`src/rtl/hrp_pkg.sv`:
```
`timescale 1ns / 1ps
`default_nettype none
// ----------------------------------------------------------------------------
// HTTP response header parser package
// Shared widths, character constants, codes, types and lookup functions.
// ----------------------------------------------------------------------------
package hrp_pkg;

  localparam int LENGTH_BITS = 32;
  localparam int CODE_W      = 16;
  localparam int LEN_OUT_W   = 32;
  localparam int STATUS_W    = 3;

  localparam logic [3:0] PREFIX_LEN = 4'd9;
  localparam logic [4:0] KEY_LEN    = 5'd16;

  localparam logic [7:0] CH_CR   = 8'h0D;
  localparam logic [7:0] CH_LF   = 8'h0A;
  localparam logic [7:0] CH_ZERO = 8'h30;
  localparam logic [7:0] CH_NINE = 8'h39;

  localparam logic [CODE_W-1:0] CODE_CONTINUE  = 16'd100;
  localparam logic [CODE_W-1:0] CODE_OK        = 16'd200;
  localparam logic [CODE_W-1:0] CODE_NOT_FOUND = 16'd404;
  localparam logic [CODE_W-1:0] CODE_MAX       = 16'hFFFF;

  localparam logic [STATUS_W-1:0] ST_BAD_PROTOCOL = 3'd0;
  localparam logic [STATUS_W-1:0] ST_CONTINUE     = 3'd1;
  localparam logic [STATUS_W-1:0] ST_OK           = 3'd2;
  localparam logic [STATUS_W-1:0] ST_NOT_FOUND    = 3'd3;
  localparam logic [STATUS_W-1:0] ST_UNHANDLED    = 3'd4;
  localparam logic [STATUS_W-1:0] ST_LEN_MISSING  = 3'd5;

  typedef enum logic [2:0] {
    PH_IDLE     = 3'd0,
    PH_PREFIX   = 3'd1,
    PH_CODE     = 3'd2,
    PH_HDR_CONT = 3'd3,
    PH_HDR_OK   = 3'd4
  } phase_t;

  typedef enum logic [1:0] {
    LS_SEARCH = 2'd0,
    LS_DIGITS = 2'd1,
    LS_DONE   = 2'd2
  } lsearch_t;

  // One received byte after classification by the front end.
  typedef struct packed {
    logic       start;
    logic [7:0] data;
    logic       is_digit;
    logic [3:0] digit;
    logic       is_cr;
    logic       is_lf;
  } byte_info_t;

  typedef struct packed {
    logic [STATUS_W-1:0]  status;
    logic [CODE_W-1:0]    response_code;
    logic [LEN_OUT_W-1:0] content_length;
    logic                 length_overflow;
  } result_t;

  // "HTTP/1.1 "
  function automatic logic [7:0] proto_char(input logic [3:0] pos);
    logic [7:0] c;
    unique case (pos)
      4'd0:    c = 8'h48;
      4'd1:    c = 8'h54;
      4'd2:    c = 8'h54;
      4'd3:    c = 8'h50;
      4'd4:    c = 8'h2F;
      4'd5:    c = 8'h31;
      4'd6:    c = 8'h2E;
      4'd7:    c = 8'h31;
      4'd8:    c = 8'h20;
      default: c = 8'h00;
    endcase
    return c;
  endfunction

  // "Content-Length: "
  function automatic logic [7:0] key_char(input logic [3:0] pos);
    logic [7:0] c;
    unique case (pos)
      4'd0:  c = 8'h43;
      4'd1:  c = 8'h6F;
      4'd2:  c = 8'h6E;
      4'd3:  c = 8'h74;
      4'd4:  c = 8'h65;
      4'd5:  c = 8'h6E;
      4'd6:  c = 8'h74;
      4'd7:  c = 8'h2D;
      4'd8:  c = 8'h4C;
      4'd9:  c = 8'h65;
      4'd10: c = 8'h6E;
      4'd11: c = 8'h67;
      4'd12: c = 8'h74;
      4'd13: c = 8'h68;
      4'd14: c = 8'h3A;
      4'd15: c = 8'h20;
    endcase
    return c;
  endfunction

endpackage
`default_nettype wire

```
`src/rtl/hrp_ifs.sv`:
```
`timescale 1ns / 1ps
`default_nettype none
// ----------------------------------------------------------------------------
// HTTP response header parser channels
// Valid/ready channels for received bytes and for parse results.
// ----------------------------------------------------------------------------
interface hrp_in_if;
  logic       valid;
  logic       ready;
  logic       start_req;
  logic [7:0] data_byte;

  modport source (output valid, output start_req, output data_byte, input ready);
  modport sink   (input valid, input start_req, input data_byte, output ready);
endinterface

interface hrp_out_if;
  import hrp_pkg::*;
  logic                 valid;
  logic                 ready;
  logic [STATUS_W-1:0]  status;
  logic [CODE_W-1:0]    response_code;
  logic [LEN_OUT_W-1:0] content_length;
  logic                 length_overflow;

  modport source (output valid, output status, output response_code,
                  output content_length, output length_overflow, input ready);
  modport sink   (input valid, input status, input response_code,
                  input content_length, input length_overflow, output ready);
endinterface
`default_nettype wire

```
`src/rtl/http_response_header_parser.sv`:
```
`timescale 1ns / 1ps
`default_nettype none
// The last byte of a parse passes the queue, then its result is registered for output.
// Throughput: one byte per cycle while no held result waits to be taken.
// A two-entry queue lets bytes keep arriving while a result waits at the output.
// Reset (synchronous, active high) empties the queue, drops the output and idles the parser.
// ----------------------------------------------------------------------------
// HTTP response header parser
// Checks the status line, reads the code and the Content-Length of a response.
// ----------------------------------------------------------------------------
module http_response_header_parser (
  input  logic      clk,
  input  logic      rst,
  hrp_in_if.sink    rx,
  hrp_out_if.source result
);
  import hrp_pkg::*;

  logic       push_valid;
  logic       push_ready;
  byte_info_t push_item;
  logic       pop_valid;
  logic       pop_ready;
  byte_info_t pop_item;

  hrp_front u_front (
    .rx         (rx),
    .push_valid (push_valid),
    .push_item  (push_item),
    .push_ready (push_ready)
  );

  hrp_queue u_queue (
    .clk        (clk),
    .rst        (rst),
    .push_valid (push_valid),
    .push_item  (push_item),
    .push_ready (push_ready),
    .pop_valid  (pop_valid),
    .pop_item   (pop_item),
    .pop_ready  (pop_ready)
  );

  hrp_back u_back (
    .clk       (clk),
    .rst       (rst),
    .pop_valid (pop_valid),
    .pop_item  (pop_item),
    .pop_ready (pop_ready),
    .result    (result)
  );

endmodule
`default_nettype wire

```
`src/rtl/hrp_front.sv`:
```
`timescale 1ns / 1ps
`default_nettype none
// ----------------------------------------------------------------------------
// HTTP response header parser front end
// Accepts received bytes and classifies them for the parser.
// ----------------------------------------------------------------------------
module hrp_front (
  hrp_in_if.sink              rx,
  output logic                push_valid,
  output hrp_pkg::byte_info_t push_item,
  input  logic                push_ready
);
  import hrp_pkg::*;

  assign rx.ready   = push_ready;
  assign push_valid = rx.valid;

  always_comb begin
    push_item.start    = rx.start_req;
    push_item.data     = rx.data_byte;
    push_item.is_digit = (rx.data_byte >= CH_ZERO) && (rx.data_byte <= CH_NINE);
    push_item.digit    = rx.data_byte[3:0];
    push_item.is_cr    = (rx.data_byte == CH_CR);
    push_item.is_lf    = (rx.data_byte == CH_LF);
  end

endmodule
`default_nettype wire

```
`src/rtl/hrp_queue.sv`:
```
`timescale 1ns / 1ps
`default_nettype none
// ----------------------------------------------------------------------------
// HTTP response header parser byte queue
// Two-entry queue that decouples the front end from the parser.
// ----------------------------------------------------------------------------
module hrp_queue (
  input  logic                clk,
  input  logic                rst,
  input  logic                push_valid,
  input  hrp_pkg::byte_info_t push_item,
  output logic                push_ready,
  output logic                pop_valid,
  output hrp_pkg::byte_info_t pop_item,
  input  logic                pop_ready
);
  import hrp_pkg::*;

  byte_info_t entries [2];
  logic       wr_ptr;
  logic       rd_ptr;
  logic [1:0] count;
  logic       do_push;
  logic       do_pop;

  assign push_ready = (count != 2'd2);
  assign pop_valid  = (count != 2'd0);
  assign pop_item   = entries[rd_ptr];
  assign do_push    = push_valid && push_ready;
  assign do_pop     = pop_valid && pop_ready;

  always_ff @(posedge clk) begin
    if (rst) begin
      wr_ptr <= 1'b0;
      rd_ptr <= 1'b0;
      count  <= 2'd0;
    end else begin
      if (do_push) wr_ptr <= ~wr_ptr;
      if (do_pop)  rd_ptr <= ~rd_ptr;
      if (do_push && !do_pop) begin
        count <= count + 2'd1;
      end else if (do_pop && !do_push) begin
        count <= count - 2'd1;
      end
    end
  end

  always_ff @(posedge clk) begin
    if (do_push) entries[wr_ptr] <= push_item;
  end

`ifndef SYNTH
  a_count_bound: assert property (@(posedge clk) disable iff (rst) count != 2'd3)
    else $error("queue count out of range");
  a_ptr_match: assert property (@(posedge clk) disable iff (rst)
    (count == 2'd0 || count == 2'd2) |-> (wr_ptr == rd_ptr))
    else $error("queue pointers disagree with count");
  a_ptr_gap: assert property (@(posedge clk) disable iff (rst)
    (count == 2'd1) |-> (wr_ptr != rd_ptr))
    else $error("queue pointers disagree with single entry");
`endif

endmodule
`default_nettype wire

```
`src/rtl/hrp_back.sv`:
```
`timescale 1ns / 1ps
`default_nettype none
// ----------------------------------------------------------------------------
// HTTP response header parser back end
// Runs the parse state machine one byte a cycle while no held result waits to be taken, and holds the result.
// ----------------------------------------------------------------------------
module hrp_back (
  input  logic                clk,
  input  logic                rst,
  input  logic                pop_valid,
  input  hrp_pkg::byte_info_t pop_item,
  output logic                pop_ready,
  hrp_out_if.source           result
);
  import hrp_pkg::*;

  localparam int PW = LENGTH_BITS + 4;
  localparam logic [LENGTH_BITS-1:0] LEN_MAX = {LENGTH_BITS{1'b1}};

  // Parse state
  phase_t                 phase;
  logic [3:0]             prefix_pos;
  logic [CODE_W-1:0]      code_acc;
  logic [1:0]             end_trk;
  logic [4:0]             match_pos;
  lsearch_t               lsearch;
  logic [LENGTH_BITS-1:0] len_acc;
  logic                   ovf;

  phase_t                 phase_next;
  logic [3:0]             prefix_pos_next;
  logic [CODE_W-1:0]      code_acc_next;
  logic [1:0]             end_trk_next;
  logic [4:0]             match_pos_next;
  lsearch_t               lsearch_next;
  logic [LENGTH_BITS-1:0] len_acc_next;
  logic                   ovf_next;

  // State as seen by the current byte: a start clears the parse first.
  phase_t                 e_phase;
  logic [3:0]             e_prefix_pos;
  logic [CODE_W-1:0]      e_code;
  logic [1:0]             e_end;
  logic [4:0]             e_match;
  lsearch_t               e_lsearch;
  logic [LENGTH_BITS-1:0] e_len;
  logic                   e_ovf;

  logic                   prefix_ok;
  logic [19:0]            code_prod;
  logic [CODE_W-1:0]      code_sat;
  logic [1:0]             end_upd;
  logic                   end_done;
  logic [4:0]             match_upd;
  lsearch_t               lsearch_upd;
  logic [PW-1:0]          len_prod;
  logic [LENGTH_BITS-1:0] len_upd;
  logic                   ovf_upd;

  logic                   out_valid;
  result_t                out_reg;
  logic                   fire;
  result_t                res_next;
  logic                   take;
  byte_info_t             b;

  assign b         = pop_item;
  assign pop_ready = !out_valid || result.ready;
  assign take      = pop_valid && pop_ready;

  always_comb begin
    if (b.start) begin
      e_phase      = PH_PREFIX;
      e_prefix_pos = 4'd0;
      e_code       = '0;
      e_end        = 2'd0;
      e_match      = 5'd0;
      e_lsearch    = LS_SEARCH;
      e_len        = '0;
      e_ovf        = 1'b0;
    end else begin
      e_phase      = phase;
      e_prefix_pos = prefix_pos;
      e_code       = code_acc;
      e_end        = end_trk;
      e_match      = match_pos;
      e_lsearch    = lsearch;
      e_len        = len_acc;
      e_ovf        = ovf;
    end
  end

  // Per-byte datapath shared by the next-state and output logic.
  always_comb begin
    prefix_ok = (e_prefix_pos < PREFIX_LEN) && (b.data == proto_char(e_prefix_pos));

    code_prod = (20'(e_code) << 3) + (20'(e_code) << 1) + 20'(b.digit);
    code_sat  = (code_prod[19:16] != 4'd0) ? CODE_MAX : code_prod[CODE_W-1:0];

    // The header ends on the first CR LF CR LF.
    end_done = 1'b0;
    if (b.is_cr) begin
      end_upd = (e_end == 2'd2) ? 2'd3 : 2'd1;
    end else if (b.is_lf) begin
      end_upd  = (e_end == 2'd1) ? 2'd2 : 2'd0;
      end_done = (e_end == 2'd3);
    end else begin
      end_upd = 2'd0;
    end

    match_upd   = e_match;
    lsearch_upd = e_lsearch;
    len_prod    = (PW'(e_len) << 3) + (PW'(e_len) << 1) + PW'(b.digit);
    len_upd     = e_len;
    ovf_upd     = e_ovf;
    unique case (e_lsearch)
      LS_SEARCH: begin
        // The key has no proper border, so a mismatch restarts only on its first byte.
        if ((e_match < KEY_LEN) && (b.data == key_char(e_match[3:0]))) begin
          match_upd = e_match + 5'd1;
        end else begin
          match_upd = (b.data == key_char(4'd0)) ? 5'd1 : 5'd0;
        end
        if (match_upd >= KEY_LEN) lsearch_upd = LS_DIGITS;
      end
      LS_DIGITS: begin
        if (b.is_digit) begin
          if (len_prod[PW-1:LENGTH_BITS] != 4'd0) begin
            len_upd = LEN_MAX;
            ovf_upd = 1'b1;
          end else begin
            len_upd = len_prod[LENGTH_BITS-1:0];
          end
        end else begin
          lsearch_upd = LS_DONE;
        end
      end
      LS_DONE: begin
      end
      default: begin
      end
    endcase
  end

  // Next state
  always_comb begin
    phase_next      = e_phase;
    prefix_pos_next = e_prefix_pos;
    code_acc_next   = e_code;
    end_trk_next    = e_end;
    match_pos_next  = e_match;
    lsearch_next    = e_lsearch;
    len_acc_next    = e_len;
    ovf_next        = e_ovf;
    unique case (e_phase)
      PH_PREFIX: begin
        if (!prefix_ok) begin
          phase_next = PH_IDLE;
        end else begin
          prefix_pos_next = e_prefix_pos + 4'd1;
          if (e_prefix_pos + 4'd1 == PREFIX_LEN) phase_next = PH_CODE;
        end
      end
      PH_CODE: begin
        if (b.is_digit) begin
          code_acc_next = code_sat;
        end else if (e_code == CODE_CONTINUE) begin
          phase_next = PH_HDR_CONT;
        end else if (e_code == CODE_OK) begin
          phase_next = PH_HDR_OK;
        end else begin
          phase_next = PH_IDLE;
        end
      end
      PH_HDR_CONT: begin
        end_trk_next = end_upd;
        if (end_done) phase_next = PH_IDLE;
      end
      PH_HDR_OK: begin
        end_trk_next   = end_upd;
        match_pos_next = match_upd;
        lsearch_next   = lsearch_upd;
        len_acc_next   = len_upd;
        ovf_next       = ovf_upd;
        if (end_done) phase_next = PH_IDLE;
      end
      PH_IDLE: begin
      end
      default: begin
        phase_next = PH_IDLE;
      end
    endcase
  end

  // Result generation
  always_comb begin
    fire                     = 1'b0;
    res_next.status          = ST_BAD_PROTOCOL;
    res_next.response_code   = e_code;
    res_next.content_length  = '0;
    res_next.length_overflow = 1'b0;
    unique case (e_phase)
      PH_PREFIX: begin
        fire                   = !prefix_ok;
        res_next.response_code = '0;
      end
      PH_CODE: begin
        if (!b.is_digit && e_code != CODE_CONTINUE && e_code != CODE_OK) begin
          fire            = 1'b1;
          res_next.status = (e_code == CODE_NOT_FOUND) ? ST_NOT_FOUND : ST_UNHANDLED;
        end
      end
      PH_HDR_CONT: begin
        fire            = end_done;
        res_next.status = ST_CONTINUE;
      end
      PH_HDR_OK: begin
        fire = end_done;
        if (lsearch_upd == LS_SEARCH) begin
          res_next.status = ST_LEN_MISSING;
        end else begin
          res_next.status          = ST_OK;
          res_next.content_length  = LEN_OUT_W'(len_upd);
          res_next.length_overflow = ovf_upd;
        end
      end
      PH_IDLE: begin
      end
      default: begin
      end
    endcase
  end

  always_ff @(posedge clk) begin
    if (rst) begin
      phase      <= PH_IDLE;
      prefix_pos <= 4'd0;
      code_acc   <= '0;
      end_trk    <= 2'd0;
      match_pos  <= 5'd0;
      lsearch    <= LS_SEARCH;
      len_acc    <= '0;
      ovf        <= 1'b0;
      out_valid  <= 1'b0;
    end else begin
      if (take) begin
        phase      <= phase_next;
        prefix_pos <= prefix_pos_next;
        code_acc   <= code_acc_next;
        end_trk    <= end_trk_next;
        match_pos  <= match_pos_next;
        lsearch    <= lsearch_next;
        len_acc    <= len_acc_next;
        ovf        <= ovf_next;
      end
      if (take && fire) begin
        out_valid <= 1'b1;
      end else if (result.ready) begin
        out_valid <= 1'b0;
      end
    end
  end

  always_ff @(posedge clk) begin
    if (take && fire) out_reg <= res_next;
  end

  assign result.valid           = out_valid;
  assign result.status          = out_reg.status;
  assign result.response_code   = out_reg.response_code;
  assign result.content_length  = out_reg.content_length;
  assign result.length_overflow = out_reg.length_overflow;

`ifndef SYNTH
  a_ok_code: assert property (@(posedge clk) disable iff (rst)
    (out_valid && (out_reg.status == ST_OK || out_reg.status == ST_LEN_MISSING))
      |-> (out_reg.response_code == CODE_OK))
    else $error("ok or length-missing result without code 200");
  a_cont_code: assert property (@(posedge clk) disable iff (rst)
    (out_valid && out_reg.status == ST_CONTINUE) |-> (out_reg.response_code == CODE_CONTINUE))
    else $error("continue result without code 100");
  a_len_only_ok: assert property (@(posedge clk) disable iff (rst)
    (out_valid && (out_reg.content_length != '0 || out_reg.length_overflow))
      |-> (out_reg.status == ST_OK))
    else $error("length reported on a result other than ok");
  a_idle_after_fire: assert property (@(posedge clk) disable iff (rst)
    (take && fire) |=> (phase == PH_IDLE))
    else $error("parser did not return to idle after a result");
`endif

endmodule
`default_nettype wire

```
`src/flat_wrapper.sv`:
```
// flat-port wrapper written by rule: the top's interface ports become plain ports
module http_response_header_parser_flat import hrp_pkg::*;
  (clk, rst, rx_valid, rx_start_req, rx_data_byte, rx_ready, result_valid, result_status, result_response_code, result_content_length, result_length_overflow, result_ready);
  hrp_in_if rx_i ();
  hrp_out_if result_i ();
  input  logic clk;
  input  logic rst;
  input wire logic [$bits(rx_i.valid)-1:0] rx_valid;
  input wire logic [$bits(rx_i.start_req)-1:0] rx_start_req;
  input wire logic [$bits(rx_i.data_byte)-1:0] rx_data_byte;
  output wire logic [$bits(rx_i.ready)-1:0] rx_ready;
  output wire logic [$bits(result_i.valid)-1:0] result_valid;
  output wire logic [$bits(result_i.status)-1:0] result_status;
  output wire logic [$bits(result_i.response_code)-1:0] result_response_code;
  output wire logic [$bits(result_i.content_length)-1:0] result_content_length;
  output wire logic [$bits(result_i.length_overflow)-1:0] result_length_overflow;
  input wire logic [$bits(result_i.ready)-1:0] result_ready;
  assign rx_i.valid = rx_valid;
  assign rx_i.start_req = rx_start_req;
  assign rx_i.data_byte = rx_data_byte;
  assign rx_ready = rx_i.ready;
  assign result_valid = result_i.valid;
  assign result_status = result_i.status;
  assign result_response_code = result_i.response_code;
  assign result_content_length = result_i.content_length;
  assign result_length_overflow = result_i.length_overflow;
  assign result_i.ready = result_ready;
  http_response_header_parser u_core (.clk(clk), .rst(rst), .rx(rx_i), .result(result_i));
endmodule
```
`config.mk`:
```
export PLATFORM = sky130hd
export DESIGN_NAME = http_response_header_parser_flat
export DESIGN_NICKNAME = d
export VERILOG_FILES = /design/src/rtl/hrp_pkg.sv /design/src/rtl/hrp_ifs.sv /design/src/rtl/http_response_header_parser.sv /design/src/rtl/hrp_front.sv /design/src/rtl/hrp_queue.sv /design/src/rtl/hrp_back.sv /design/src/flat_wrapper.sv
export SDC_FILE = /design/constraint.sdc
export NUM_CORES = 1
export LEC_CHECK = 0
export BUFFER_PORTS_ARGS = -buffer_cell sky130_fd_sc_hd__clkbuf_2
export CORE_MARGIN = 3
export CORE_UTILIZATION = 30
export CTS_CLUSTER_SIZE = 40
export DETAILED_ROUTE_END_ITERATION = 8
export PLACE_DENSITY = 0.43
export SYNTH_ARGS = -nofsm -noshare
export SYNTH_HDL_FRONTEND = slang
export SYNTH_SLANG_ARGS = --single-unit
```
`constraint.sdc`:
```
create_clock -name clk -period 7.9 [get_ports clk]
set_clock_uncertainty 0.15 [all_clocks]
set_input_delay 1.185 -clock clk [delete_from_list [all_inputs] [get_ports clk]]
set_output_delay 1.185 -clock clk [all_outputs]
set_load 0.02 [all_outputs]
```
# After elaboration in Yosys (flattened, before gate mapping)
# Memory sizes are Yosys's and may differ from the RTL's. A register that Yosys moved wholly into a read port is not among the register bits.
# Cells that the tools add are included.
# classes
addsub	8
n_lt_le_gt_ge	5
eq_ne	20
n_mux	59
bitwise_logic	3
n_reduce_logical	26
# op_table
operator	count
$mux 32	5
$mux 16	4
$add 35x33->36	1
$add 36x4->36	1
$mux 3	10
$mux 5	5
$mux 2	12
$add 19x17->20	1
$add 20x4->20	1
$eq 16x7->1 const B	1
$eq 16x8->1 const B	1
$eq 16x9->1 const B	1
$eq 8x4->1 const B	2
$eq 8x8->1	2
$ne 16x7->1 const B	1
$ne 16x8->1 const B	1
$mux 1	15
$mux 4	3
$pmux 3 s4	1
$logic_and 1x1->1	10
$pmux 3 s3	1
$eq 8x7->1 const B	1
$ge 8x6->1 const B	1
$le 8x6->1 const B	1
25 further kinds	39
# totals
regBits	122
ramBits	32
romBits	224
input_bits	13
output_inout_bits	54
elab_cells	140
memories	3
# memory_table
memory	depth	word_bits	read_ports	rd_clocked_by_memory_dff	write_ports	line	source
(name not given)	16	7	1	0	0	hrp_pkg.sv:68	unique case (pos)
(name not given)	16	7	1	0	0	hrp_pkg.sv:86	unique case (pos)
u_core.u_queue.entries	2	16	1	1	1	hrp_queue.sv:19	byte_info_t entries [2];

# Depth between registers and ports, before layout
# logic_depth
depth_word	13
depth_mapped	20
ltp_nobuf	15

# Cells and area by module
# From an unflattened synthesis, not the netlist that was laid out.
# unflattened
cells_unflattened	1207
hier_area_um2	10732.8
# modules_own_cells
mod	instances	cells_each	area_per_inst_um2	seq_area_each_um2
hrp_back	1	1111	9186.3	2882.8
hrp_queue	1	74	1376.3	1061.0
hrp_front	1	22	170.2	0.0

# Worst setup path before layout
# No wires, ideal clock.
# synth_timing
path_kind	register to register
start	reg (tool-made name)
end	reg u_core.u_back.code_acc[10]
setup_ns	0.134
t_arrival_ns	4.708
required_ns	7.616
path_slack_ns	2.908
path_stages_with_launch	19
path_buffers	5
synth_period_minus_slack_ns	4.992
path_cell_list	dfxtp_1 > buf_6 > mux2i_4 > clkbuf_1 > clkbuf_1 > clkbuf_1 > and2_1 > fa_1 > fa_1 > a21o_1 > a211oi_1 > o31a_1 > o221ai_1 > nor4_1 > mux2i_1 > a2111oi_4 > and2_1 > buf_2 > a211oi_1
# synth_rtl
element	line	source
to (signal assigned)	hrp_back.sv:249	code_acc <= code_acc_next;
to (decl)	hrp_back.sv:23	logic [CODE_W-1:0] code_acc;

==> impl_metrics.env <==
export IMPL_status="complete, no violations"
export IMPL_drv_cap=0
export IMPL_cpMaxStageDelayCell="a2111oi_4"
export IMPL_initial_core_util_pct=30.8
export IMPL_cts_sinks=147
export IMPL_avgRoutedWirePerCell_um=18.6
export IMPL_drt_first_iter_violations=602
export IMPL_fp_dieW_um=196
export IMPL_synth_cell_types=71
export IMPL_dp_hpwl_mm=22.9
export IMPL_ctsHoldBuffers=0
export IMPL_max_stage_delay_ps=650
export IMPL_top_layer_used="met4"
export IMPL_holdWs_ps=292
export IMPL_path_max_fanout=16
export IMPL_portBuffers=66
export IMPL_clk_latency_ps=450
export IMPL_floorplan_rows=68
export IMPL_yosysTopAreaCell="edfxtp_1"
export IMPL_routed_wl_met3_mm=1.19
export IMPL_synthFlopType="edfxtp_1"
export IMPL_grt_pass1_wl_mm=51.8
export IMPL_critPathLaunchType="flip-flop"
export IMPL_route_met2_wl_mm=14.8
export IMPL_max_slew_margin_rel_pct=29.6
export IMPL_setup_violations=0
export IMPL_cts_buffer_depth=2
export IMPL_antenna_found_initial=0
export IMPL_critPathCaptureType="flip-flop"
export IMPL_syn_area_mm2=0.0108
export IMPL_avgViaCountPerCell=5.34
export IMPL_drive_gt1_share_pct=11.3
export IMPL_p_leak_uw=0.00486
export IMPL_place_gp_congestion=0.834
export IMPL_fillerInstances=3644
export IMPL_yosysWarnings=0
export IMPL_avgSynthCellArea_um2=8.65
export IMPL_root_buffer="clkbuf_16"
export IMPL_syn_nets=1366
export IMPL_seq_area_frac_synth_pct=34.4
export IMPL_die_area_mm2=0.0382
export IMPL_powerDensity_mw_per_mm2=219
export IMPL_cts_tree="yes"
export IMPL_drc=0
export IMPL_core_area_mm2=0.0350
export IMPL_synth_top_area_share_pct=21.2
export IMPL_drv_slew=0
export IMPL_vdd_drop_max_mv=0.160
export IMPL_ys_async_sr_fraction_pct=0
export IMPL_diodes=0
export IMPL_syn_inst=1245
export IMPL_syn_to_final_growth_pct=11.7
export IMPL_ctsResizeCount=0
export IMPL_hp_class="reg -> reg"
export IMPL_synth_edf_count=76
export IMPL_first_pass_iters=6
export IMPL_hp_start="u_core.u_back.len_acc[11]"
export IMPL_tightest_slew_ps=1060
export IMPL_finalHoldViolations=0
export IMPL_post_place_ws_ps=2240
export IMPL_grt_pass1_vias=9116
export IMPL_worst_slack_ps=2180
export IMPL_fp_dieH_um=196
export IMPL_cp_required_ps=8040
export IMPL_grt_start_max_net_pins=53
export IMPL_htreeDepth=4
export IMPL_synth_seq_cells=147
export IMPL_post_route_min_period_ps=5720
export IMPL_grt_total_usage_pct=17.0
export IMPL_rsz0062_at_grt="false"
export IMPL_drt_wl_total_mm=32.4
export IMPL_synth_area_leaders="edfxtp_1 21%, dfxtp_1 13%, ha_1 12%, nor3_1 4.3%, a21oi_1 4.1%"
export IMPL_post_cts_buffers=0
export IMPL_path_class="reg -> reg"
export IMPL_antenna_left=0
export IMPL_via_count=9302
export IMPL_min_period_over_period_pct=72.4
export IMPL_nets=1396
export IMPL_wl_met1_mm=15.7
export IMPL_path_cells="buf_4 -> mux2i_4 -> buf_4 -> and2_1 -> fa_1 -> fa_1 -> a21o_1 -> a211oi_1 -> o31a_1 -> o221ai_1 -> nor4_1 -> mux2i_1 -> a2111oi_4 -> and2_1 -> a211oi_1"
export IMPL_cts_clk_slew_worst_paths_ps=70
export IMPL_cts_buffers=17
export IMPL_io_pins=67
export IMPL_fmax_ghz=0.175
export IMPL_tns_ps=0
export IMPL_grt_overflow=0
export IMPL_arrival_ps=5860
## cells in the mapped netlist, types with 25 or more instances
master      n
and2_1     64
nand2_1   112
nor3_1     93
ha_1      105
a21oi_1    89
xnor2_1    27
nor2_1    110
o21ai_0    75
a21o_1     25
dfxtp_1    71
edfxtp_1   76
inv_1      31
clkbuf_1   52
a211oi_1   29
## per-layer routing
| layer | up-vias | global-route usage (%) |
|---|---|---|
| met3 | 38 | 2.98 |
| met4 | 0 | 5.25 |
| met1 | 4417 | 23.5 |
| met2 | 196 | 27.1 |
| met5 | - | 0 |
| li1 | 4651 | - |
## cells by family (layout without fill, tap and decap cells)
| family | after synthesis | after routing | synth area share, % |
|---|---|---|---|
| AND/OR/NAND/NOR | 486 | 486 | 22.3 |
| AO/OA/AOI/OAI | 340 | 340 | 20.8 |
| flip-flops | 147 | 147 | 34.4 |
| adder cells (fa/ha/maj) | 108 | 108 | 12.8 |
| buffers and inverters | 101 | 144 | 4.16 |
| XOR/XNOR | 47 | 47 | 3.82 |
| multiplexers | 16 | 16 | 1.81 |
## layout by cell type (no fill, tap or decap), drive strengths merged, types with 31 or more instances in the layout
cell type  netlist  final
a211oi          31     31
a21oi           90     90
and2            65     65
clkbuf          52     84
dfxtp           71     71
edfxtp          76     76
ha             105    105
inv             31     35
nand2          112    112
nor2           110    110
nor3            95     95
o21ai           75     75
## final timing paths
path	to	slack [ps]	cells past startpoint
worst min-delay path	u_core.u_back.len_acc[11]	290	2
worst max register to register	u_core.u_back.code_acc[5]	2180	15
worst min register to register	u_core.u_back.len_acc[11]	290	2
worst max-delay path	u_core.u_back.code_acc[5]	2180	15
## power by group
| group | internal (µW) | total, µW | leakage [µW] | switching [µW] |
|---|---|---|---|---|
| Combinational | 233 | 865 | 0.00330 | 632 |
| Sequential | 939 | 976 | 0.00130 | 37.9 |
| Clock | 436 | 790 | 0.000257 | 355 |
## worst max-delay path: cells and delay by family (launching register included)
kind | cells | cell delay (ps)
multiplexers | 2 | 810
flip-flops | 1 | 310
buffers and inverters | 2 | 580
AO/OA/AOI/OAI | 6 | 1830
AND/OR/NAND/NOR | 3 | 930
adder cells (fa/ha/maj) | 2 | 960
## cell type report
class                   count  area [µm²]  area share, %
clock buffers              18         429           3.56
repair buffers             81         455           3.78
well taps                 455         569           4.73
inverters                  31         116          0.967
multi-input cells         997        6640           55.1
flip-flops and latches    147        3700           30.8
clock inverters            14         129           1.07
## state kept, by name (all words and copies together) (netlist names), 4 cells and up, named ones only
register	cells
u_core.u_back.code_acc	16
u_core.u_back.match_pos	5
u_core.u_back.len_acc	32
u_core.u_queue.entries	24
u_core.u_back.prefix_pos	4
u_core.u_back.result.content_length	32
u_core.u_back.result.response_code	16
## metrics by stage
| step | instance area [µm²] | util [%] | std cells | total power [µW] |
|---|---|---|---|---|
| after global routing | 12000 | 34.4 | 1743 | 2780 |
| after global placement | 11500 | 32.8 | 1711 | 1870 |
| final | 12000 | 34.4 | 1743 | 2630 |
| after floorplan | 10800 | - | 1245 | 1560 |
| after CTS | 12000 | 34.4 | 1743 | 2670 |
| after detailed placement | 11500 | 32.8 | 1711 | 1870 |
No activity file was read; power rests on OpenSTA's default activity.
